## src/sv/tag_content_extractor_assert.svh

```systemverilog
// Assertion macros for the tag content extractor.
// Each macro expands to a clocked concurrent assertion in simulation and to
// nothing in synthesis.
`ifndef TAG_CONTENT_EXTRACTOR_ASSERT_SVH
`define TAG_CONTENT_EXTRACTOR_ASSERT_SVH

`ifndef SYNTHESIS

// Property must hold at every rising edge outside reset.
`define TCE_ASSERT(name, clk, rst_n, prop) \
    name: assert property (@(posedge clk) disable iff (!rst_n) prop) \
        else $error("tag_content_extractor: assertion failed");

// Expression must never be true at a rising edge outside reset.
`define TCE_ASSERT_NEVER(name, clk, rst_n, expr) \
    name: assert property (@(posedge clk) disable iff (!rst_n) !(expr)) \
        else $error("tag_content_extractor: forbidden condition seen");

`else

`define TCE_ASSERT(name, clk, rst_n, prop)
`define TCE_ASSERT_NEVER(name, clk, rst_n, expr)

`endif

`endif

```

## src/sv/tce_pkg.sv

```systemverilog
`default_nettype none

package tce_pkg;

    localparam int NUM_TAGS = 7;

    typedef logic [7:0] byte_t;
    typedef logic [2:0] pos_t;
    typedef logic [NUM_TAGS-1:0] tag_mask_t;

    // Special characters of the markup stream.
    localparam byte_t CHAR_OPEN    = 8'h3C;
    localparam byte_t CHAR_CLOSE   = 8'h3E;
    localparam byte_t CHAR_NEWLINE = 8'h0A;

    localparam tag_mask_t MASK_RESET = '1;

    // Matcher phase.
    typedef enum logic [1:0] {
        PHASE_IDLE = 2'd0,
        PHASE_NAME = 2'd1
    } phase_t;

    // Tag name lengths in the order A, IMG, BASE, FORM, LINK, SCRIPT, IFRAME.
    localparam pos_t TAG_LEN [NUM_TAGS] = '{
        3'd1, 3'd3, 3'd4, 3'd4, 3'd4, 3'd6, 3'd6
    };

    // Tag name letters, padded to eight positions so a 3-bit position
    // indexes the row directly.
    localparam byte_t TAG_TEXT [NUM_TAGS][8] = '{
        '{8'h41, 8'h00, 8'h00, 8'h00, 8'h00, 8'h00, 8'h00, 8'h00},
        '{8'h49, 8'h4D, 8'h47, 8'h00, 8'h00, 8'h00, 8'h00, 8'h00},
        '{8'h42, 8'h41, 8'h53, 8'h45, 8'h00, 8'h00, 8'h00, 8'h00},
        '{8'h46, 8'h4F, 8'h52, 8'h4D, 8'h00, 8'h00, 8'h00, 8'h00},
        '{8'h4C, 8'h49, 8'h4E, 8'h4B, 8'h00, 8'h00, 8'h00, 8'h00},
        '{8'h53, 8'h43, 8'h52, 8'h49, 8'h50, 8'h54, 8'h00, 8'h00},
        '{8'h49, 8'h46, 8'h52, 8'h41, 8'h4D, 8'h45, 8'h00, 8'h00}
    };

    // Byte held in the input register.
    typedef struct packed {
        byte_t data;
        logic  last;
    } in_item_t;

    // Result of one matcher step.
    typedef struct packed {
        logic  valid;
        byte_t data;
        logic  last;
    } result_t;

endpackage

`default_nettype wire

```

## src/sv/tag_content_extractor.sv

```systemverilog
// Streaming extractor of the content that follows selected opening tags.
// Input channel: in_byte and end_of_input with in_valid/in_ready; one
// document byte per transaction, end_of_input set on the last byte.
// Output channel: out_byte and item_last with out_valid/out_ready; each
// transaction is one copied content byte, or a newline with item_last set
// that closes an item. Most input bytes produce no output transaction.
// Configuration: cfg_we writes cfg_data into the 7-bit tag enable mask
// (A, IMG, BASE, FORM, LINK, SCRIPT, IFRAME from bit 0); no wait states.
// Path: an accepted byte is loaded into the input register, and one matcher
// step moves its result into the output register once that register can
// take it.
// Throughput: one byte per cycle while the output register is not stalled;
// the matcher update between the input and output registers is combinational.
// Reset: the mask returns to all tags enabled, the matcher goes idle and
// both registers are emptied.
// Stall: while the output register holds an untaken result, the matcher
// stops; the input register keeps one byte and in_ready falls once it is
// full, so nothing is lost or repeated.
`default_nettype none

module tag_content_extractor
    import tce_pkg::*;
(
    input  wire logic      clk,
    input  wire logic      rst_n,
    input  wire logic      cfg_we,
    input  wire tag_mask_t cfg_data,
    input  wire logic      in_valid,
    output logic           in_ready,
    input  wire byte_t     in_byte,
    input  wire logic      end_of_input,
    output logic           out_valid,
    input  wire logic      out_ready,
    output byte_t          out_byte,
    output logic           item_last
);

    logic     out_take;
    logic     step;
    in_item_t item;
    result_t  result;

    tce_in_stage u_in_stage (
        .clk          (clk),
        .rst_n        (rst_n),
        .in_valid     (in_valid),
        .in_ready     (in_ready),
        .in_byte      (in_byte),
        .end_of_input (end_of_input),
        .out_take     (out_take),
        .step         (step),
        .item         (item)
    );

    tce_matcher u_matcher (
        .clk      (clk),
        .rst_n    (rst_n),
        .cfg_we   (cfg_we),
        .cfg_data (cfg_data),
        .step     (step),
        .item     (item),
        .result   (result)
    );

    tce_out_stage u_out_stage (
        .clk       (clk),
        .rst_n     (rst_n),
        .result    (result),
        .out_take  (out_take),
        .out_valid (out_valid),
        .out_ready (out_ready),
        .out_byte  (out_byte),
        .item_last (item_last)
    );

endmodule

`default_nettype wire

```

## src/sv/tce_in_stage.sv

```systemverilog
`default_nettype none

module tce_in_stage
    import tce_pkg::*;
(
    input  wire logic     clk,
    input  wire logic     rst_n,
    input  wire logic     in_valid,
    output logic          in_ready,
    input  wire byte_t    in_byte,
    input  wire logic     end_of_input,
    input  wire logic     out_take,
    output logic          step,
    output in_item_t      item
);

    logic     valid_reg;
    logic     valid_next;
    in_item_t item_reg;

    // A held byte moves on whenever the output register can take its result.
    assign step     = valid_reg && out_take;
    assign in_ready = !valid_reg || step;
    assign item     = item_reg;

    // Input register occupancy.
    always_comb
    begin
        valid_next = valid_reg;
        if (in_ready)
        begin
            valid_next = in_valid;
        end
    end

    always_ff @(posedge clk or negedge rst_n)
    begin
        if (!rst_n)
        begin
            valid_reg <= 1'b0;
        end
        else
        begin
            valid_reg <= valid_next;
        end
    end

    // Capture the payload of each accepted transaction.
    always_ff @(posedge clk)
    begin
        if (in_valid && in_ready)
        begin
            item_reg.data <= in_byte;
            item_reg.last <= end_of_input;
        end
    end

endmodule

`default_nettype wire

```

## src/sv/tce_matcher.sv

```systemverilog
`default_nettype none

`include "tag_content_extractor_assert.svh"

module tce_matcher
    import tce_pkg::*;
(
    input  wire logic      clk,
    input  wire logic      rst_n,
    input  wire logic      cfg_we,
    input  wire tag_mask_t cfg_data,
    input  wire logic      step,
    input  wire in_item_t  item,
    output result_t        result
);

    tag_mask_t mask_reg;
    phase_t    phase_reg;
    phase_t    phase_next;
    pos_t      pos_reg;
    pos_t      pos_next;
    tag_mask_t cand_reg;
    tag_mask_t cand_next;
    logic      content_reg;
    logic      content_next;
    tag_mask_t name_hits;
    logic      close_hit;
    logic      is_open;

    assign is_open = (item.data == CHAR_OPEN);

    // Enable mask register.
    always_ff @(posedge clk or negedge rst_n)
    begin
        if (!rst_n)
        begin
            mask_reg <= MASK_RESET;
        end
        else if (cfg_we)
        begin
            mask_reg <= cfg_data;
        end
    end

    // Compare the byte against every remaining candidate tag in parallel.
    always_comb
    begin
        name_hits = '0;
        close_hit = 1'b0;
        for (int t = 0; t < NUM_TAGS; t++)
        begin
            if (cand_reg[t])
            begin
                if (pos_reg == TAG_LEN[t])
                begin
                    if (item.data == CHAR_CLOSE)
                    begin
                        close_hit = 1'b1;
                    end
                end
                else if (pos_reg < TAG_LEN[t] && TAG_TEXT[t][pos_reg] == item.data)
                begin
                    name_hits[t] = 1'b1;
                end
            end
        end
    end

    // Content bytes are copied; the opening bracket closes the item.
    always_comb
    begin
        result.valid = step && content_reg;
        result.data  = is_open ? CHAR_NEWLINE : item.data;
        result.last  = is_open;
    end

    // Next state of the matcher.
    always_comb
    begin
        phase_next   = phase_reg;
        pos_next     = pos_reg;
        cand_next    = cand_reg;
        content_next = content_reg;
        if (step)
        begin
            if (content_reg)
            begin
                if (is_open)
                begin
                    content_next = 1'b0;
                    phase_next   = PHASE_NAME;
                    pos_next     = '0;
                    cand_next    = mask_reg;
                end
            end
            else
            begin
                case (phase_reg)
                    PHASE_NAME:
                    begin
                        if (close_hit)
                        begin
                            phase_next   = PHASE_IDLE;
                            pos_next     = '0;
                            cand_next    = '0;
                            content_next = 1'b1;
                        end
                        else if (name_hits != '0)
                        begin
                            cand_next = name_hits;
                            pos_next  = pos_reg + 3'd1;
                        end
                        else if (is_open)
                        begin
                            phase_next = PHASE_NAME;
                            pos_next   = '0;
                            cand_next  = mask_reg;
                        end
                        else
                        begin
                            phase_next = PHASE_IDLE;
                            pos_next   = '0;
                            cand_next  = '0;
                        end
                    end
                    default:
                    begin
                        pos_next  = '0;
                        if (is_open)
                        begin
                            phase_next = PHASE_NAME;
                            cand_next  = mask_reg;
                        end
                        else
                        begin
                            phase_next = PHASE_IDLE;
                            cand_next  = '0;
                        end
                    end
                endcase
            end
            // The last byte of a document returns the matcher to rest.
            if (item.last)
            begin
                phase_next   = PHASE_IDLE;
                pos_next     = '0;
                cand_next    = '0;
                content_next = 1'b0;
            end
        end
    end

    always_ff @(posedge clk or negedge rst_n)
    begin
        if (!rst_n)
        begin
            phase_reg   <= PHASE_IDLE;
            pos_reg     <= '0;
            cand_reg    <= '0;
            content_reg <= 1'b0;
        end
        else
        begin
            phase_reg   <= phase_next;
            pos_reg     <= pos_next;
            cand_reg    <= cand_next;
            content_reg <= content_next;
        end
    end

    // Copying content and matching a name never overlap.
    `TCE_ASSERT_NEVER(a_content_excl, clk, rst_n, content_reg && phase_reg == PHASE_NAME)
    // Outside a tag name there is no partial match left over.
    `TCE_ASSERT(a_idle_clear, clk, rst_n, phase_reg == PHASE_IDLE |-> pos_reg == '0 && cand_reg == '0)
    // The end of a document leaves the matcher at rest.
    `TCE_ASSERT(a_last_clears, clk, rst_n, step && item.last |=> phase_reg == PHASE_IDLE && !content_reg)
    // An item-closing result always carries the newline.
    `TCE_ASSERT(a_close_newline, clk, rst_n, result.valid && result.last |-> result.data == CHAR_NEWLINE)

endmodule

`default_nettype wire

```

## src/sv/tce_out_stage.sv

```systemverilog
`default_nettype none

module tce_out_stage
    import tce_pkg::*;
(
    input  wire logic    clk,
    input  wire logic    rst_n,
    input  wire result_t result,
    output logic         out_take,
    output logic         out_valid,
    input  wire logic    out_ready,
    output byte_t        out_byte,
    output logic         item_last
);

    logic  valid_reg;
    logic  valid_next;
    byte_t data_reg;
    logic  last_reg;

    // The register can take a new result when empty or being drained.
    assign out_take  = !valid_reg || out_ready;
    assign out_valid = valid_reg;
    assign out_byte  = data_reg;
    assign item_last = last_reg;

    always_comb
    begin
        valid_next = valid_reg;
        if (out_take)
        begin
            valid_next = result.valid;
        end
    end

    always_ff @(posedge clk or negedge rst_n)
    begin
        if (!rst_n)
        begin
            valid_reg <= 1'b0;
        end
        else
        begin
            valid_reg <= valid_next;
        end
    end

    // Result payload.
    always_ff @(posedge clk)
    begin
        if (out_take && result.valid)
        begin
            data_reg <= result.data;
            last_reg <= result.last;
        end
    end

endmodule

`default_nettype wire

```

## config.mk

```make
export PLATFORM = sky130hd
export DESIGN_NAME = tag_content_extractor
export DESIGN_NICKNAME = d
export VERILOG_FILES = /design/src/sv/tce_pkg.sv /design/src/sv/tag_content_extractor.sv /design/src/sv/tce_in_stage.sv /design/src/sv/tce_matcher.sv /design/src/sv/tce_out_stage.sv
export VERILOG_INCLUDE_DIRS = /design/src /design/src/sv
export SDC_FILE = /design/constraint.sdc
export NUM_CORES = 1
export LEC_CHECK = 0
export ABC_AREA = 0
export BUFFER_PORTS_ARGS = -buffer_cell sky130_fd_sc_hd__buf_2
export CAP_MARGIN = 20
export CELL_PAD_IN_SITES_DETAIL_PLACEMENT = 0
export CELL_PAD_IN_SITES_GLOBAL_PLACEMENT = 1
export CORE_UTILIZATION = 25
export DETAILED_ROUTE_END_ITERATION = 7
export HOLD_SLACK_MARGIN = 0.06
export PLACE_DENSITY_LB_ADDON = 0.1
export SLEW_MARGIN = 10
export SYNTH_ARGS = -nofsm -noshare
export SYNTH_HDL_FRONTEND = slang
export SYNTH_SLANG_ARGS = --single-unit
export TNS_END_PERCENT = 50
```

## constraint.sdc

```tcl
create_clock -name clk -period 6.59 [get_ports clk]
set_input_delay 1.6475 -clock clk [delete_from_list [all_inputs] [get_ports clk]]
set_output_delay 1.6475 -clock clk [all_outputs]
set_load 0.01 [all_outputs]
```

[Word level (Yosys, flattened, before mapping)]
Memories as Yosys holds them, arrays and structs flattened.
Index checks and enable logic that the tools add are counted.
Storage, ports and cells
  ROM bits: 448
  bits in registers: 40
  logic and storage cells: 140
  memories: 7
  input port bits: 21
  output and inout port bits: 11
Memories
  (name not given): depth 8, bits a word 8, read ports 1, clocked after memory_dff 0, write ports 0, line tce_matcher.sv:61  | else if (pos_reg < TAG_LEN[t] && TAG_TEXT[t][pos_reg] == item.data)
  (name not given): depth 8, bits a word 8, read ports 1, clocked after memory_dff 0, write ports 0, line tce_matcher.sv:61
  (name not given): depth 8, bits a word 8, read ports 1, clocked after memory_dff 0, write ports 0, line tce_matcher.sv:61
  (name not given): depth 8, bits a word 8, read ports 1, clocked after memory_dff 0, write ports 0, line tce_matcher.sv:61
  (name not given): depth 8, bits a word 8, read ports 1, clocked after memory_dff 0, write ports 0, line tce_matcher.sv:61
  (name not given): depth 8, bits a word 8, read ports 1, clocked after memory_dff 0, write ports 0, line tce_matcher.sv:61
  +1 memories
Cells by class
  equal/unequal tests: 16
  reductions and logical operators: 18
  add/sub/neg operators: 1
  order comparisons: 5
  bitwise gates (word level): 1
  mux-type cells: 81
Operators with widths (count)
  8-bit 2-to-1 mux: 14
  8-bit equality test: 7
  7-bit 2-to-1 mux: 7
  1-bit 2-to-1 mux: 48
  3-bit 2-to-1 mux: 6
  8-bit by 6-bit equality test with 1-bit output (second input constant): 2
  2-bit 2-to-1 mux: 6
  1-bit logical AND: 11
  7-bit nonzero test: 1
  3-bit equality test (second input constant): 2
  3-bit < comparator (second input constant): 2
  5-bit by 3-bit inequality test with 1-bit output (second input constant): 1
  4-bit >= comparator (second input constant): 1
  3-bit inverter with 4-bit output: 1
  3-bit by 1-bit adder with 3-bit output (second input constant): 1
  3-bit by 1-bit equality test with 1-bit output (second input constant): 1
  3-bit by 2-bit equality test with 1-bit output (second input constant): 1
  3-bit by 1-bit < comparator with 1-bit output (second input constant): 1
  3-bit by 2-bit < comparator with 1-bit output (second input constant): 1
  3-bit inequality test (second input constant): 1
  3-bit AND reduction: 1
  2-bit by 1-bit equality test with 1-bit output (second input constant): 1
  1-bit logical NOT: 2
  1-bit logical OR: 2
  2-bit AND reduction: 1

[Logic depth before layout (Yosys ltp)]
  depth in word-level cells: 26
  depth in mapped cells: 8

[By module]
Synthesis repeated with hierarchy kept, for this count alone.
Unflattened totals
  cells, all modules: 240
  area, all modules: 2531.2 sq um
Modules (own cells, without submodules)
  tce_matcher: cells each 213, instances 1, area an instance 1876.8 sq um
  tce_in_stage: cells each 14, instances 1, area an instance 330.3 sq um
  tce_out_stage: cells each 13, instances 1, area an instance 324.1 sq um

[Worst setup path after synthesis]
Ideal clock, no wire load.
  path kind: input -> output
  start: input port out_ready
  end: output port in_ready
  path slack: 3.086 ns
  path buffers: 0
  arrival time: 1.856 ns
  data required time: 4.943 ns
  stages: 1
  cell sequence: nand3b_1
On the way
  word-level cells in the longest chain between the ends: 3
RTL lines
  from (decl): line tag_content_extractor.sv:33  | input wire logic out_ready,
  1-bit logical OR: line tce_out_stage.sv:22  | assign out_take = !valid_reg || out_ready;
  1-bit logical AND: line tce_in_stage.sv:22  | assign step = valid_reg && out_take;
  1-bit logical OR: line tce_in_stage.sv:23  | assign in_ready = !valid_reg || step;
  to (decl): line tag_content_extractor.sv:29  | output logic in_ready,
Every way passes these cells.

[Worst setup path after layout]
Ends and elaborated chain as after synthesis.

==> metrics.md <==
| Metric | Value |
|---|---|
| Worst hold path depth | 0 |
| Reg clk slew, reported paths | 0.08 ns |
| Layout Cells excl Fill | 378 |
| RSZ-0062 raised after global routing | false |
| Yosys top cell area share | 0.227 |
| Synth Area per Inst | 10.5 um2 |
| Comb pwr share | 0.162 |
| Count of final hold-check violations | 0 |
| Synth Warn # | 0 |
| Wirelength per Cell | 16.0 um |
| Fillers | 992 |
| Switch share | 0.288 |
| Setup slack, reg-to-reg | 3.44 ns |
| Global-route wire length before repair | 9890 um |
| Synth cell types | 54 |
| Sequential share of power | 0.533 |
| Site row count | 35 |
| Initial antenna violation count | 0 |
| Worst Setup Start Kind | input pin |
| CTS tree | built |
| Int Power | 0.000429 W |
| Antenna viol nets, final | 0 |
| Placed insts | 370 |
| CP max FO | 3 |
| Max frequency | 269 MHz |
| Setup TNS | 0 ns |
| Area grow syn2layout | 13.7% |
| Vias in the first global route | 1705 |
| Crit-path slowest cell | nand3b_1 |
| Worst-Skew Late Latency | 0.30 ns |
| Area leader, netlist | edfxtp_1 |
| Routed vias | 1757 |
| Final hold slack | 0.506 ns |
| Leakage | 1.02 nW |
| Setup violators final | 0 |
| Post-route minimum period | 3.72 ns |
| GP Congestion | 0.707 |
| CTS max path bufs | 2 |
| Max-slew headroom | 0.534 |
| Final net count | 277 |
| Cells along the critical path | buf_2, nand3b_1, buf_2 |
| Largest net degree at the start of global routing | 26 |
| Power share of the clock group | 0.305 |
| Final Core Density | 0.293 |
| CP Data Required Time | 4.94 ns |
| Synth Flop Type | edfxtp_1 |
| GRT Overall Usage | 0.131 |
| Layout cell share with drive strength beyond 1 | 0.249 |
| Synth cell count leaders | edfxtp_1 (18), nand2_1 (18), dfrtp_1 (14) |
| Pre-Repair DR Iteration Count | 6 |
| # DRC | 0 |
| Hold Crit Start | u_in_stage.item[8]$_DFFE_PP_ |
| Critical Path End Type | output port |
| Fraction of registers with async set/reset | 0.538 |
| FF/Latch Area | 1070 um2 |
| Slew @ Worst Pin | 0.693 ns |
| Max stage delay on crit path | 0.17 ns |
| Remaining Overflow, GRT | 0 |
| Die width | 99.5 um |
| Peak supply drop | 73.2 uV |
| CTS root buf | clkbuf_8 |
| Main area contributors after synthesis | edfxtp_1 (23%), dfrtp_1 (15%), dfstp_2 (7.7%) |
| Total CTS buffers | 5 |
| Initial Util | 0.257 |
| PnR Total Power | 0.000602 W |
| Die Ht | 99.5 um |
| Worst r2r dst | u_matcher.phase_reg[0]$_DFFE_PN0P_ |
| Multi-input gate area in the final layout | 1170 um2 |
| Post-synth EDFFs | 18 |
| Fin crit share | 0.565 |
| CTS H-tree depth | 2 |
| CTS Hold Bufs | 0 |
| Cell mode on critical path | buf_2 |
| Final wirelength | 6060 um |
| Buffers on Ports | 31 |
| Crit-path leading delay family | buffers and inverters |
| R2R cell count | 8 |
| CP Class | in2out |
| DR iter-0 viols | 95 |
| HP Class | reg2reg |
| CTS sink count | 39 |
| Seq/Total Area, Yosys | 0.452 |
| Largest register FFs | 9 |
| Post-CTS setup buffers | 0 |
| N_diodes | 0 |
| Max-Cap Viols | 0 |
| Hold endpoint | u_out_stage.out_byte[7]$_SDFFCE_PP0P_ |
| Vias/cell | 4.65 |
| #FFs+latches synth | 39 |
| CP Buf/Inv Count | 2 |
| Status | complete, no violations |
| Worst clock skew | 0.0140 ns |
| CTS resizes | 0 |
| Pwr dens | 223 nW/um2 |
| Arrival time worst endpoint | 2.07 ns |
| Placeable core area | 9240 um2 |
| Top-Level Pins | 32 |
| Syn Std Cell Area | 2380 um2 |
| Max Slew Vio Count | 0 |
| Worst reg2reg startpoint | u_matcher.pos_reg[0]$_DFFE_PN0P_ |
| DP HPWL | 4410 um |
| Die area | 9910 um2 |
| Post-Syn Instances | 226 |
| Sw Pwr | 0.000173 W |
| Syn Nets | 255 |
-- cells by family after synthesis --
group / Yosys count / share of synthesized area
AO/OA/AOI/OAI: 47 / 0.147
XOR/XNOR: 11 / 0.0405
adder cells (fa/ha/maj): 8 / 0.0421
buffers and inverters: 25 / 0.0568
flip-flops: 39 / 0.452
multiplexers: 9 / 0.0437
AND/OR/NAND/NOR: 87 / 0.218
-- through the flow --
| stage | cell area [um2] | setup slack [ns] |
|---|---|---|
| after global placement | 2600 | 2.88 |
| after detailed placement | 2600 | 2.87 |
| after CTS | 2700 | 2.86 |
| after floorplan | 2380 | 3.09 |
| final | 2700 | 2.87 |
| after global routing | 2700 | 2.83 |
-- layout by cell type, fill, tap and decap left out, types with 6 or more instances in the layout --
cell,Yosys,final
ha_1,8,8
mux2_2,7,7
o21ai_0,9,9
o31ai_1,7,7
a22o_1,6,6
xor2_1,6,6
clkbuf_8,0,7
nand2b_1,7,7
buf_2,5,31
inv_1,7,7
edfxtp_1,18,18
nor2b_1,8,8
nand2_1,18,18
nor2_1,12,12
dfrtp_1,14,14
dfstp_2,7,7
-- layout make-up --
cell class,count,share of cell area
multi-input cells,162,0.432
repair buffers,33,0.0629
inverters,7,0.00972
well taps,129,0.0597
clock inverters,1,0.00231
flip-flops and latches,39,0.398
clock buffers,7,0.0356
-- layer usage --
layer,global-route usage,vias to the layer above,wire length (um)
met5,0,-,0
met4,0.0419,0,83
met3,0.0260,6,187
met2,0.206,32,2710
met1,0.182,847,3080
li1,-,872,-
-- power groups by stage --
stage,Sequential (W),Clock (W),Combinational (W)
floorplan,0.000316,0,0.0000685
global placement,0.000327,0,0.000100
detailed placement,0.000327,0,0.0000991
CTS,0.000322,0.000193,0.0000997
global route,0.000326,0.000203,0.000108
finish,0.000321,0.000184,0.0000977
-- how the worst max path moves through the flow --
stage / start / end / slack, ns / depth (start not counted)
finish: out_ready / in_ready / 2.87 / 3
global route: out_ready / in_ready / 2.83 / 3
CTS: out_ready / in_ready / 2.86 / 3
detailed placement: out_ready / in_ready / 2.87 / 3
global placement: out_ready / in_ready / 2.88 / 3
floorplan: out_ready / in_ready / 3.09 / 1
Note: power is estimated with default switching activity, not from simulation.
